`src/rtl/core/elx_pkg.sv`:
```
// Shared types and constants of the 8-bit load executor.
// Used by elx_front, elx_back, elx_resq and the top level; depends on nothing.
package elx_pkg;

  // Data memory size in address bits (memory aliases on the low bits).
  localparam int MEM_ADDR_BITS = 16;

  // Register file: A, B, C, D, E, H, L.
  localparam int NUM_REGS = 7;
  localparam int REG_AW   = 3;

  // Decoupling queue between front and back.
  localparam int UQ_DEPTH = 2;
  localparam int UQ_AW    = $clog2(UQ_DEPTH);
  localparam int UQ_CW    = UQ_AW + 1;

  // Result queue on the output side.
  localparam int RQ_DEPTH = 4;
  localparam int RQ_AW    = $clog2(RQ_DEPTH);
  localparam int RQ_CW    = RQ_AW + 1;

  // High page base for the LDH forms.
  localparam logic [7:0] HIGH_PAGE_HI = 8'hFF;

  // Instruction cycle counts.
  localparam logic [4:0] CYC_NONE = 5'd0;
  localparam logic [4:0] CYC_4    = 5'd4;
  localparam logic [4:0] CYC_8    = 5'd8;
  localparam logic [4:0] CYC_12   = 5'd12;
  localparam logic [4:0] CYC_16   = 5'd16;

  // Opcodes decoded by value.
  localparam logic [7:0] OP_HALT    = 8'h76;
  localparam logic [7:0] OP_LDH_ST  = 8'hE0;
  localparam logic [7:0] OP_LDH_LD  = 8'hF0;
  localparam logic [7:0] OP_LDC_ST  = 8'hE2;
  localparam logic [7:0] OP_LDC_LD  = 8'hF2;
  localparam logic [7:0] OP_ABS_ST  = 8'hEA;
  localparam logic [7:0] OP_ABS_LD  = 8'hFA;

  // Operand field codes (bits 5..3 and 2..0 of the opcode).
  localparam logic [2:0] OPR_B   = 3'd0;
  localparam logic [2:0] OPR_C   = 3'd1;
  localparam logic [2:0] OPR_D   = 3'd2;
  localparam logic [2:0] OPR_E   = 3'd3;
  localparam logic [2:0] OPR_H   = 3'd4;
  localparam logic [2:0] OPR_L   = 3'd5;
  localparam logic [2:0] OPR_MEM = 3'd6;

  // Low three opcode bits of the LD r,d8 and indirect-A groups.
  localparam logic [2:0] GRP_IMM = 3'd6;
  localparam logic [2:0] GRP_IND = 3'd2;

  // Pair select of the indirect-A group (opcode bits 5..4).
  localparam logic [1:0] SEL_BC  = 2'd0;
  localparam logic [1:0] SEL_DE  = 2'd1;
  localparam logic [1:0] SEL_HLI = 2'd2;

  typedef enum logic [REG_AW-1:0] {
    R_A, R_B, R_C, R_D, R_E, R_H, R_L
  } reg_e;

  typedef enum logic [2:0] {
    K_UNSUP, K_MOVE, K_IMM, K_LOAD, K_STORE
  } kind_e;

  typedef enum logic [2:0] {
    AM_NONE, AM_HL, AM_BC, AM_DE, AM_HIGH_IMM, AM_HIGH_C, AM_ABS
  } amode_e;

  typedef enum logic [1:0] {
    HS_NONE, HS_INC, HS_DEC
  } hlstep_e;

  // Decoded instruction handed from front to back.
  typedef struct packed {
    kind_e       kind;
    reg_e        dst;
    reg_e        src;
    logic        store_imm;
    amode_e      amode;
    hlstep_e     hl_step;
    logic [4:0]  cycles;
    logic [7:0]  imm_low;
    logic [7:0]  imm_high;
  } uop_t;

  // One finished result.
  typedef struct packed {
    logic [4:0]                   cycles;
    logic                         unsupported;
    logic                         mem_written;
    logic [15:0]                  bus_addr;
    logic [7:0]                   bus_data;
    logic [NUM_REGS-1:0][7:0]     regs;
  } res_t;

endpackage

```
`src/rtl/core/elx_resq.sv`:
```
// Result queue: holds finished results until the consumer pops them.
// Depends on elx_pkg.
module elx_resq (
  input  logic            clk_i,
  input  logic            rst_ni,
  input  logic            push_i,
  input  elx_pkg::res_t   res_i,
  output logic            room_o,
  output logic            empty,
  input  logic            pop,
  output elx_pkg::res_t   res_o
);
  import elx_pkg::*;

  res_t             q_q [RQ_DEPTH];
  logic [RQ_AW-1:0] wr_ptr_q, wr_ptr_d;
  logic [RQ_AW-1:0] rd_ptr_q, rd_ptr_d;
  logic [RQ_CW-1:0] count_q, count_d;
  logic             pop_ok;

  // Room for one more result beyond the one arriving now.
  assign room_o = (count_q + RQ_CW'(push_i)) < RQ_CW'(RQ_DEPTH);
  assign empty  = (count_q == '0);
  assign pop_ok = pop && !empty;
  assign res_o  = q_q[rd_ptr_q];

  // Pointer and fill count update; a push is always granted space upstream.
  always_comb begin
    wr_ptr_d = wr_ptr_q;
    rd_ptr_d = rd_ptr_q;
    count_d  = count_q;
    if (push_i) begin
      wr_ptr_d = wr_ptr_q + RQ_AW'(1);
    end
    if (pop_ok) begin
      rd_ptr_d = rd_ptr_q + RQ_AW'(1);
    end
    if (push_i && !pop_ok) begin
      count_d = count_q + RQ_CW'(1);
    end else if (!push_i && pop_ok) begin
      count_d = count_q - RQ_CW'(1);
    end
  end

  always_ff @(posedge clk_i or negedge rst_ni) begin
    if (!rst_ni) begin
      wr_ptr_q <= '0;
      rd_ptr_q <= '0;
      count_q  <= '0;
    end else begin
      wr_ptr_q <= wr_ptr_d;
      rd_ptr_q <= rd_ptr_d;
      count_q  <= count_d;
    end
  end

  always_ff @(posedge clk_i) begin
    if (push_i) begin
      q_q[wr_ptr_q] <= res_i;
    end
  end

endmodule

```
`config.mk`:
```
export PLATFORM = sky130hd
export DESIGN_NAME = elx_resq
export DESIGN_NICKNAME = d
export VERILOG_FILES = /design/src/rtl/core/elx_pkg.sv /design/src/rtl/core/elx_resq.sv
export SDC_FILE = /design/constraint.sdc
export NUM_CORES = 1
export LEC_CHECK = 0
export BUFFER_PORTS_ARGS = -buffer_cell sky130_fd_sc_hd__buf_4
export CAP_MARGIN = 10
export CORE_ASPECT_RATIO = 1.5
export CORE_UTILIZATION = 44
export DETAILED_ROUTE_END_ITERATION = 7
export GPL_TIMING_DRIVEN = 0
export SYNTH_ARGS = -nofsm -noshare
export SYNTH_HDL_FRONTEND = slang
export SYNTH_SLANG_ARGS = --single-unit
```
`constraint.sdc`:
```
create_clock -name clk_i -period 7.91 [get_ports clk_i]
set_input_delay 0.3955 -clock clk_i [delete_from_list [all_inputs] [get_ports clk_i]]
set_output_delay 0.3955 -clock clk_i [all_outputs]
set_load 0.01 [all_outputs]
```
==> reports/metrics.yaml <==
outcome: "finished clean"
rsz0062_at_grt: "false"
p_leak_nw: 5.48
fp.dieW_um: 142
first_iter_violations: 319
cp_top_family: "buffers and inverters"
cp-end-kind: "output pin"
powerDensity_mw_per_mm2: 374
synth-edff-count: 348
coreArea_mm2: 0.0288
crit_path_start_kind: "flip-flop"
initial_core_util: 0.449
first_pass_iters: 4
switching_power_mw: 1.65
grt_overflow: 0
tns_ns: 0
preCtsSetupSlack_ns: 5.68
finalHoldViolations: 0
total_power_mw: 5.99
critical_path_buf_inv_count: 4
syn_inst: 491
drive_gt1_frac: 0.455
setup_viol: 0
crit_path_max_incr_delay_ns: 0.37
ys_async_sr_fraction: 0.0197
setup_ws_ns: 5.24
swShare: 0.276
period_minus_slack_ns: 2.67
crit_arrival_ns: 2.28
grt_pass1_vias: 6473
cpMostUsedCell: "buf_2"
hold_slack_ns: 0.0786
track_usage: 0.167
cts_buffer_depth: 3
yosysSeqAreaShare: 0.820
min_period_over_period: 0.338
synth_top_cells_by_count: "348 x edfxtp_1, 87 x mux4_2, 7 x buf_2, 7 x dfrtp_1"
die_area_mm2: 0.0301
ys_seq_elements: 355
die_h_um: 212
maxCapViolCount: 0
std_cell_rows: 76
synth_cell_types: 21
slew_viol_final: 0
routed_via_density: 5.11
p_comb_frac: 0.317
grt_start_max_net_pins: 47
insertion_delay_ns: 0.51
area_growth_pct: 23.6
intPower_mw: 4.34
crit_path_max_fanout: 10
crit_required_ns: 7.51
synth_area_mm2: 0.0129
min_path_type: "in -> reg"
drt-wirelength-per-cell_um: 21.4
cp_slowest_cell: "buf_2"
cts-htree-levels: 2
yosys.area.top_type: "edfxtp_1"
routabilityCongestion: 0.704
syn_nets: 588
drcViolationCount: 0
grt_pass1_wl_um: 36800
ys_warn_count: 0
p_clk_frac: 0.259
clock.fmax_ghz: 0.374
clockRootBuffer: "clkbuf_16"
crit_chain: "buf_2, buf_2, buf_2, mux4_2, buf_4"
io_buffer_count: 179
num_antenna_cells: 0
antenna_found_initial: 0
routed_wl_um: 24100
ioPinCount: 180
synth_area_per_cell_um2: 26.4
cts_num_sinks: 355
tightest_slew_ns: 0.736
max-slew-margin-rel: 0.509
nets: 809
ant_nets: 0
yosysTopAreaCellShare: 0.807
synth_area_leaders: "edfxtp_1 81%, mux4_2 15%, dfrtp_1 1.4%"
clk_pin_slew_worst_paths_ns: 0.06
seqPwrFrac: 0.424
yosysMostFrequentCell: "edfxtp_1"
irDropWorstVdd_uv: 252
cts_buffers: 34
skew_ns: 0.0188
cts_tree: "yes"
via_count: 5740
critPathKind: "reg -> out"
ys.flop_type: "edfxtp_1"
hpwl_um: 15200
==> worst paths after layout <==
check	startpoint	to	slack, ns	cells after the start
max in group asynchronous	rst_ni	wr_ptr_q[1]	7.54	2
min in group asynchronous	rst_ni	count_q[1]	0.24	2
setup reg to reg	count_q[0]	count_q[2]	5.80	8
hold / removal	res_i[70]	q_q[1][70]	0.08	1
hold reg to reg	count_q[2]	count_q[2]	0.52	1
setup / recovery	rd_ptr_q[1]	res_o[72]	5.24	5
==> repair_timing <==
item,CTS,global route
hold buffers,1,0
endpoints found under the hold margin,7,0
setup buffers,0,0
resized for setup,0,0
==> stage by stage <==
| step | std cells | util | instance area (µm²) |
|---|---|---|---|
| after floorplan | 491 | - | 12900 |
| after global placement | 1060 | 0.513 | 14800 |
| after detailed placement | 1065 | 0.518 | 14900 |
| after CTS | 1124 | 0.556 | 16000 |
| after global routing | 1124 | 0.556 | 16000 |
| final | 1124 | 0.556 | 16000 |
==> per-layer routing <==
layer / track usage / vias up / routed length [µm]
met5: 0 / - / 0
met4: 0.0530 / 0 / 456
met3: 0.0390 / 33 / 1260
met2: 0.313 / 139 / 13500
met1: 0.184 / 3016 / 8840
li1: - / 2552 / -
==> cell families (layout without fill, tap and decap cells) <==
kind of cell / after synthesis / after routing / share of synthesized area
AOI/OAI and AO/OA: 1 / 1 / 0.000386
xor gates and xnor gates: 7 / 7 / 0.00473
adders and majority gates: 6 / 6 / 0.00638
buffers and inverters: 24 / 267 / 0.0118
DFF: 355 / 355 / 0.820
muxes: 88 / 88 / 0.152
and+or+nand+nor: 10 / 10 / 0.00406
==> cell type report <==
cell class	count	area, µm²
clock inverters	14	116
repair buffers	185	1490
well taps	390	488
multi-input cells	112	2180
flip-flops and latches	355	10600
fillers	2148	12800
clock buffers	44	952
inverters	4	15.0
plain buffers	20	138
==> power groups by stage <==
| stage | combinational, mW | sequential [mW] | clock, mW |
|---|---|---|---|
| CTS | 1.97 | 2.54 | 1.60 |
| detailed placement | 1.96 | 2.58 | 0 |
| global route | 2.06 | 2.56 | 1.66 |
| global placement | 1.89 | 2.62 | 0 |
| floorplan | 1.10 | 2.58 | 0 |
| finish | 1.90 | 2.54 | 1.55 |
==> state kept, by name, summed over array words and instances (netlist names) <==
signal	count
count_q	3
rd_ptr_q	2
q_q	348
wr_ptr_q	2
==> cell usage in the layout, fill, tap and decap left out, types with 2 or more instances in the layout <==
cell type,n
mux4_2,87
clkinv_1,8
nand3_1,2
clkinv_2,2
buf_2,7
clkbuf_1,12
inv_1,4
clkbuf_16,37
xnor2_1,3
dfrtp_1,7
edfxtp_1,348
ha_1,5
buf_4,184
buf_16,5
xor2_1,4
and2_4,4
bufinv_16,2
nand2_1,2
Power figures use the tool's default switching activity.
