==> src/rtl/core/elx_pkg.sv <==
// Shared types and constants of the 8-bit load executor.
// Used by elx_front, elx_back, elx_resq and the top level; depends on nothing.
package elx_pkg;

  // Data memory size in address bits (memory aliases on the low bits).
  localparam int MEM_ADDR_BITS = 16;

  // Register file: A, B, C, D, E, H, L.
  localparam int NUM_REGS = 7;
  localparam int REG_AW   = 3;

  // Decoupling queue between front and back.
  localparam int UQ_DEPTH = 2;
  localparam int UQ_AW    = $clog2(UQ_DEPTH);
  localparam int UQ_CW    = UQ_AW + 1;

  // Result queue on the output side.
  localparam int RQ_DEPTH = 4;
  localparam int RQ_AW    = $clog2(RQ_DEPTH);
  localparam int RQ_CW    = RQ_AW + 1;

  // High page base for the LDH forms.
  localparam logic [7:0] HIGH_PAGE_HI = 8'hFF;

  // Instruction cycle counts.
  localparam logic [4:0] CYC_NONE = 5'd0;
  localparam logic [4:0] CYC_4    = 5'd4;
  localparam logic [4:0] CYC_8    = 5'd8;
  localparam logic [4:0] CYC_12   = 5'd12;
  localparam logic [4:0] CYC_16   = 5'd16;

  // Opcodes decoded by value.
  localparam logic [7:0] OP_HALT    = 8'h76;
  localparam logic [7:0] OP_LDH_ST  = 8'hE0;
  localparam logic [7:0] OP_LDH_LD  = 8'hF0;
  localparam logic [7:0] OP_LDC_ST  = 8'hE2;
  localparam logic [7:0] OP_LDC_LD  = 8'hF2;
  localparam logic [7:0] OP_ABS_ST  = 8'hEA;
  localparam logic [7:0] OP_ABS_LD  = 8'hFA;

  // Operand field codes (bits 5..3 and 2..0 of the opcode).
  localparam logic [2:0] OPR_B   = 3'd0;
  localparam logic [2:0] OPR_C   = 3'd1;
  localparam logic [2:0] OPR_D   = 3'd2;
  localparam logic [2:0] OPR_E   = 3'd3;
  localparam logic [2:0] OPR_H   = 3'd4;
  localparam logic [2:0] OPR_L   = 3'd5;
  localparam logic [2:0] OPR_MEM = 3'd6;

  // Low three opcode bits of the LD r,d8 and indirect-A groups.
  localparam logic [2:0] GRP_IMM = 3'd6;
  localparam logic [2:0] GRP_IND = 3'd2;

  // Pair select of the indirect-A group (opcode bits 5..4).
  localparam logic [1:0] SEL_BC  = 2'd0;
  localparam logic [1:0] SEL_DE  = 2'd1;
  localparam logic [1:0] SEL_HLI = 2'd2;

  typedef enum logic [REG_AW-1:0] {
    R_A, R_B, R_C, R_D, R_E, R_H, R_L
  } reg_e;

  typedef enum logic [2:0] {
    K_UNSUP, K_MOVE, K_IMM, K_LOAD, K_STORE
  } kind_e;

  typedef enum logic [2:0] {
    AM_NONE, AM_HL, AM_BC, AM_DE, AM_HIGH_IMM, AM_HIGH_C, AM_ABS
  } amode_e;

  typedef enum logic [1:0] {
    HS_NONE, HS_INC, HS_DEC
  } hlstep_e;

  // Decoded instruction handed from front to back.
  typedef struct packed {
    kind_e       kind;
    reg_e        dst;
    reg_e        src;
    logic        store_imm;
    amode_e      amode;
    hlstep_e     hl_step;
    logic [4:0]  cycles;
    logic [7:0]  imm_low;
    logic [7:0]  imm_high;
  } uop_t;

  // One finished result.
  typedef struct packed {
    logic [4:0]                   cycles;
    logic                         unsupported;
    logic                         mem_written;
    logic [15:0]                  bus_addr;
    logic [7:0]                   bus_data;
    logic [NUM_REGS-1:0][7:0]     regs;
  } res_t;

endpackage

==> src/rtl/core/elx_front.sv <==
// Front end: accepts instruction requests, decodes them and queues the decoded form.
// Depends on elx_pkg.
module elx_front (
  input  logic            clk_i,
  input  logic            rst_ni,
  input  logic            push,
  output logic            full,
  input  logic            hold_i,
  input  logic [7:0]      opcode_i,
  input  logic [7:0]      imm_low_i,
  input  logic [7:0]      imm_high_i,
  output logic            uop_valid_o,
  output elx_pkg::uop_t   uop_o,
  input  logic            uop_ready_i
);
  import elx_pkg::*;

  // Map an operand code to a register; the memory code is handled by the caller.
  function automatic reg_e code_reg(input logic [2:0] code);
    reg_e r;
    begin
      case (code)
        OPR_B:   r = R_B;
        OPR_C:   r = R_C;
        OPR_D:   r = R_D;
        OPR_E:   r = R_E;
        OPR_H:   r = R_H;
        OPR_L:   r = R_L;
        default: r = R_A;
      endcase
      return r;
    end
  endfunction

  // Classify one opcode of the load group.
  function automatic uop_t decode(input logic [7:0] op, input logic [7:0] lo,
                                  input logic [7:0] hi);
    uop_t u;
    begin
      u           = '0;
      u.kind      = K_UNSUP;
      u.dst       = R_A;
      u.src       = R_A;
      u.amode     = AM_NONE;
      u.hl_step   = HS_NONE;
      u.cycles    = CYC_NONE;
      u.imm_low   = lo;
      u.imm_high  = hi;
      if (op inside {[8'h40:8'h7F]}) begin
        if (op != OP_HALT) begin
          u.dst = code_reg(op[5:3]);
          u.src = code_reg(op[2:0]);
          if (op[2:0] == OPR_MEM) begin
            u.kind   = K_LOAD;
            u.amode  = AM_HL;
            u.cycles = CYC_8;
          end else if (op[5:3] == OPR_MEM) begin
            u.kind   = K_STORE;
            u.amode  = AM_HL;
            u.cycles = CYC_8;
          end else begin
            u.kind   = K_MOVE;
            u.cycles = CYC_4;
          end
        end
      end else if (op < 8'h40 && op[2:0] == GRP_IMM) begin
        if (op[5:3] == OPR_MEM) begin
          u.kind      = K_STORE;
          u.store_imm = 1'b1;
          u.amode     = AM_HL;
          u.cycles    = CYC_12;
        end else begin
          u.kind   = K_IMM;
          u.dst    = code_reg(op[5:3]);
          u.cycles = CYC_8;
        end
      end else if (op < 8'h40 && op[2:0] == GRP_IND) begin
        u.kind   = op[3] ? K_LOAD : K_STORE;
        u.cycles = CYC_8;
        case (op[5:4])
          SEL_BC:  u.amode = AM_BC;
          SEL_DE:  u.amode = AM_DE;
          default: u.amode = AM_HL;
        endcase
        case (op[5:4])
          SEL_BC:  u.hl_step = HS_NONE;
          SEL_DE:  u.hl_step = HS_NONE;
          SEL_HLI: u.hl_step = HS_INC;
          default: u.hl_step = HS_DEC;
        endcase
      end else if (op inside {OP_LDH_ST, OP_LDH_LD}) begin
        u.kind   = op[4] ? K_LOAD : K_STORE;
        u.amode  = AM_HIGH_IMM;
        u.cycles = CYC_12;
      end else if (op inside {OP_LDC_ST, OP_LDC_LD}) begin
        u.kind   = op[4] ? K_LOAD : K_STORE;
        u.amode  = AM_HIGH_C;
        u.cycles = CYC_8;
      end else if (op inside {OP_ABS_ST, OP_ABS_LD}) begin
        u.kind   = op[4] ? K_LOAD : K_STORE;
        u.amode  = AM_ABS;
        u.cycles = CYC_16;
      end
      return u;
    end
  endfunction

  uop_t             q_q [UQ_DEPTH];
  logic [UQ_AW-1:0] wr_ptr_q, wr_ptr_d;
  logic [UQ_AW-1:0] rd_ptr_q, rd_ptr_d;
  logic [UQ_CW-1:0] count_q, count_d;
  logic             push_ok;
  logic             pop_ok;

  // Handshake: the queue refuses requests while full or while the back end holds.
  assign full        = (count_q == UQ_CW'(UQ_DEPTH)) || hold_i;
  assign push_ok     = push && !full;
  assign uop_valid_o = (count_q != '0);
  assign pop_ok      = uop_valid_o && uop_ready_i;
  assign uop_o       = q_q[rd_ptr_q];

  // Pointer and fill count update.
  always_comb begin
    wr_ptr_d = wr_ptr_q;
    rd_ptr_d = rd_ptr_q;
    count_d  = count_q;
    if (push_ok) begin
      wr_ptr_d = wr_ptr_q + UQ_AW'(1);
    end
    if (pop_ok) begin
      rd_ptr_d = rd_ptr_q + UQ_AW'(1);
    end
    if (push_ok && !pop_ok) begin
      count_d = count_q + UQ_CW'(1);
    end else if (!push_ok && pop_ok) begin
      count_d = count_q - UQ_CW'(1);
    end
  end

  always_ff @(posedge clk_i or negedge rst_ni) begin
    if (!rst_ni) begin
      wr_ptr_q <= '0;
      rd_ptr_q <= '0;
      count_q  <= '0;
    end else begin
      wr_ptr_q <= wr_ptr_d;
      rd_ptr_q <= rd_ptr_d;
      count_q  <= count_d;
    end
  end

  // Decoded entries are written as they arrive.
  always_ff @(posedge clk_i) begin
    if (push_ok) begin
      q_q[wr_ptr_q] <= decode(opcode_i, imm_low_i, imm_high_i);
    end
  end

endmodule

==> config.mk <==
export PLATFORM = sky130hd
export DESIGN_NAME = elx_front
export DESIGN_NICKNAME = d
export VERILOG_FILES = /design/src/rtl/core/elx_pkg.sv /design/src/rtl/core/elx_front.sv
export SDC_FILE = /design/constraint.sdc
export NUM_CORES = 1
export LEC_CHECK = 0
export BUFFER_PORTS_ARGS = -buffer_cell sky130_fd_sc_hd__buf_4
export CORE_MARGIN = 3
export CORE_UTILIZATION = 49
export DETAILED_ROUTE_END_ITERATION = 10
export GPL_TIMING_DRIVEN = 0
export PLACE_DENSITY = 0.83
export SLEW_MARGIN = 20
export SYNTH_ARGS = -nofsm -noshare
export SYNTH_HDL_FRONTEND = slang
export SYNTH_SLANG_ARGS = --single-unit
==> constraint.sdc <==
create_clock -name clk_i -period 2.3 [get_ports clk_i]
set_input_delay 0.23 -clock clk_i [delete_from_list [all_inputs] [get_ports clk_i]]
set_output_delay 0.23 -clock clk_i [all_outputs]
set_load 0.02 [all_outputs]
==> flow_summary.ini <==
[clock_network]
cts_tree = yes
cts_buffers = 9
cts_setup_buffers = 0
cts_root_buf = clkbuf_8
clock-sinks = 72
clkTransAtPathRegs_ns = 0.07
worstSkewPairLatency_ns = 0.33
htree_levels = 3
clockBufferDepth = 2

[routing]
wl_per_cell_um = 16.3
first_pass_iters = 4
ant_nets = 0
num_vias = 1878
drt-initial-drc-count = 105
drc = 0
viasPerCell = 5.29
wl_um = 5780

[floorplan]
initial_utilization = 0.516
design.core.area_um2 = 6060
fp-row-count = 28
io-pin-count = 67
fp.dieW_um = 85.9
die_h_um = 85.9
dieArea_um2 = 7380

[synthesis]
synth_edf_count = 68
synth_ff_type = edfxtp_1
netlist_area_um2 = 3130
post_synth_num_cell_types = 48
ys_ff_latch = 72
syn_area_per_cell_um2 = 15.8
ys_warn_count = 0
syn_inst = 198
yosysSeqAreaShare = 0.685
synth-async-reset-ratio = 0.0556

[final_layout]
layout_common_cells = edfxtp_1, buf_4, mux2_2
stdcell_count = 355
final_common_cell = edfxtp_1
area_delta_synth_final_pct = 27.3
antenna_cells = 0
final_util = 0.658
fin_nets = 305
drive_above_1_share = 0.489

[sta]
fin_setup_tns_ns = 0
slew_violations = 0
finalHoldViolCount = 0
timing.final.crit_period_ns = 2.08
timing.final.crit_share = 0.906
finalSetupViolCount = 0
rsz0062_at_grt = false
max_freq_mhz = 480
fin_skew_ns = 0.00462

[grt]
grt_pass1_wl_um = 9070
grt_overflow = 0
antenna_found_initial = 0
track_usage = 0.165
grt_pass1_vias = 1923
grt_max_degree = 26

[critical_path]
arrival_ns = 1.85
r2r_cells = 5
critical_path_required_ns = 2.07
r2r_start = count_q[0]
r2r-end = q_q[0][14]
end_kind = output port
regToRegSetupSlack_ns = 0.57
startpoint = rd_ptr_q
cp_max_fo = 10
setup.worst_path.class = flop to output port
crit_path_start_kind = flop
critPathCapture = uop_o[28]

[job]
drv_cap = 0

[power]
irDropWorstVdd_uv = 621
power_w = 0.00425
total_leakage_power_nw = 1.53
power_density_nw_per_um2 = 1070

[run_status]
outcome = finished clean

[place]
dpl.hpwl_um = 3990
dp_cells = 338
port_buffers = 62
gp_congestion = 0.854

[hold_path]
hold_path_class = input pin to flop
## critical path, stage by stage, from the launching register on
cell      delay [ns]
dfrtp_1         0.33
clkbuf_1        0.32
buf_2           0.33
mux2_2          0.38
buf_4           0.16
## flip-flops by register name, indices dropped and copies added (netlist names)
| register | cells |
|---|---|
| wr_ptr_q | 1 |
| count_q | 2 |
| rd_ptr_q | 1 |
| q_q | 68 |
## cell families after synthesis
kind of cell	share of synthesized area
compound gates	0.0440
other cells	0.00120
buf+inv	0.0324
fa+ha+maj	0.00400
xor+xnor	0.0168
mux	0.126
flops	0.685
simple gates	0.0916
## cells in the mapped netlist (2+ instances only)
cell type  instances  area, um2
edfxtp_1          68       2040
mux2_2            34        383
nor2_1            10       37.5
a21oi_1            7       35.0
buf_2              7       35.0
nand2_1            5       18.8
nand2b_1           5       31.3
dfrtp_1            4        100
xnor2_1            4       35.0
inv_1              3       11.3
nand3b_1           3       22.5
a211oi_1           2       15.0
and3_1             2       12.5
buf_4              2       15.0
buf_6              2       22.5
clkbuf_1           2       7.51
clkbuf_2           2       10.0
nand3_1            2       10.0
nor4_1             2       12.5
o21bai_1           2       15.0
or3_1              2       12.5
xor2_1             2       17.5
## power breakdown
| part | total (W) | switching [W] | internal, W |
|---|---|---|---|
| registers | 0.00169 | 0.0000608 | 0.00163 |
| logic | 0.00141 | 0.000745 | 0.000665 |
| clock network | 0.00115 | 0.000441 | 0.000711 |
## how the worst min path moves through the flow
stage               slack, ns  depth (start not counted)         end          from
finish                   0.08                          1   q_q[0][8]  imm_low_i[0]
global route             0.06                          1   q_q[1][9]  imm_low_i[1]
detailed placement       0.03                          1  count_q[0]        rst_ni
global placement         0.03                          1  count_q[1]        rst_ni
floorplan               -0.07                          0  count_q[0]        rst_ni
CTS                      0.06                          1   q_q[0][9]  imm_low_i[1]
## layer usage
layer / part of all wire / vias to the layer above / global-route usage
li1: - / 902 / -
met1: 0.39 / 899 / 0.189
met2: 0.52 / 64 / 0.279
met3: 0.069 / 13 / 0.0346
met4: 0.024 / 0 / 0.104
met5: 0 / - / 0
## metrics by stage
| stage | instance area [um2] | hold WS (ns) | setup slack (ns) |
|---|---|---|---|
| global placement | 3690 | 0.0281 | -0.251 |
| detailed placement | 3740 | 0.0281 | 0.545 |
| global route | 3990 | 0.0621 | 0.0777 |
| finish | 3990 | 0.0787 | 0.216 |
| floorplan | 3140 | -0.0656 | 0.266 |
| CTS | 3990 | 0.0591 | 0.171 |
## repair_timing
action                                  4_1_cts  5_1_grt
hold endpoints to repair                      4        0
endpoints found under the setup margin        0        0
hold buffers                                  1        0
gates resized for setup                       0        0
## area by class of cell
type | count | area [um2]
Clock buffer | 9 | 124
Multi-Input combinational cell | 109 | 898
Buffer | 15 | 90.1
Sequential cell | 72 | 2140
Inverter | 3 | 11.3
Fill cell | 442 | 2080
Tap cell | 75 | 93.8
Timing Repair Buffer | 65 | 515
Clock inverter | 7 | 110
Note: power is estimated with default switching activity, not from simulation.
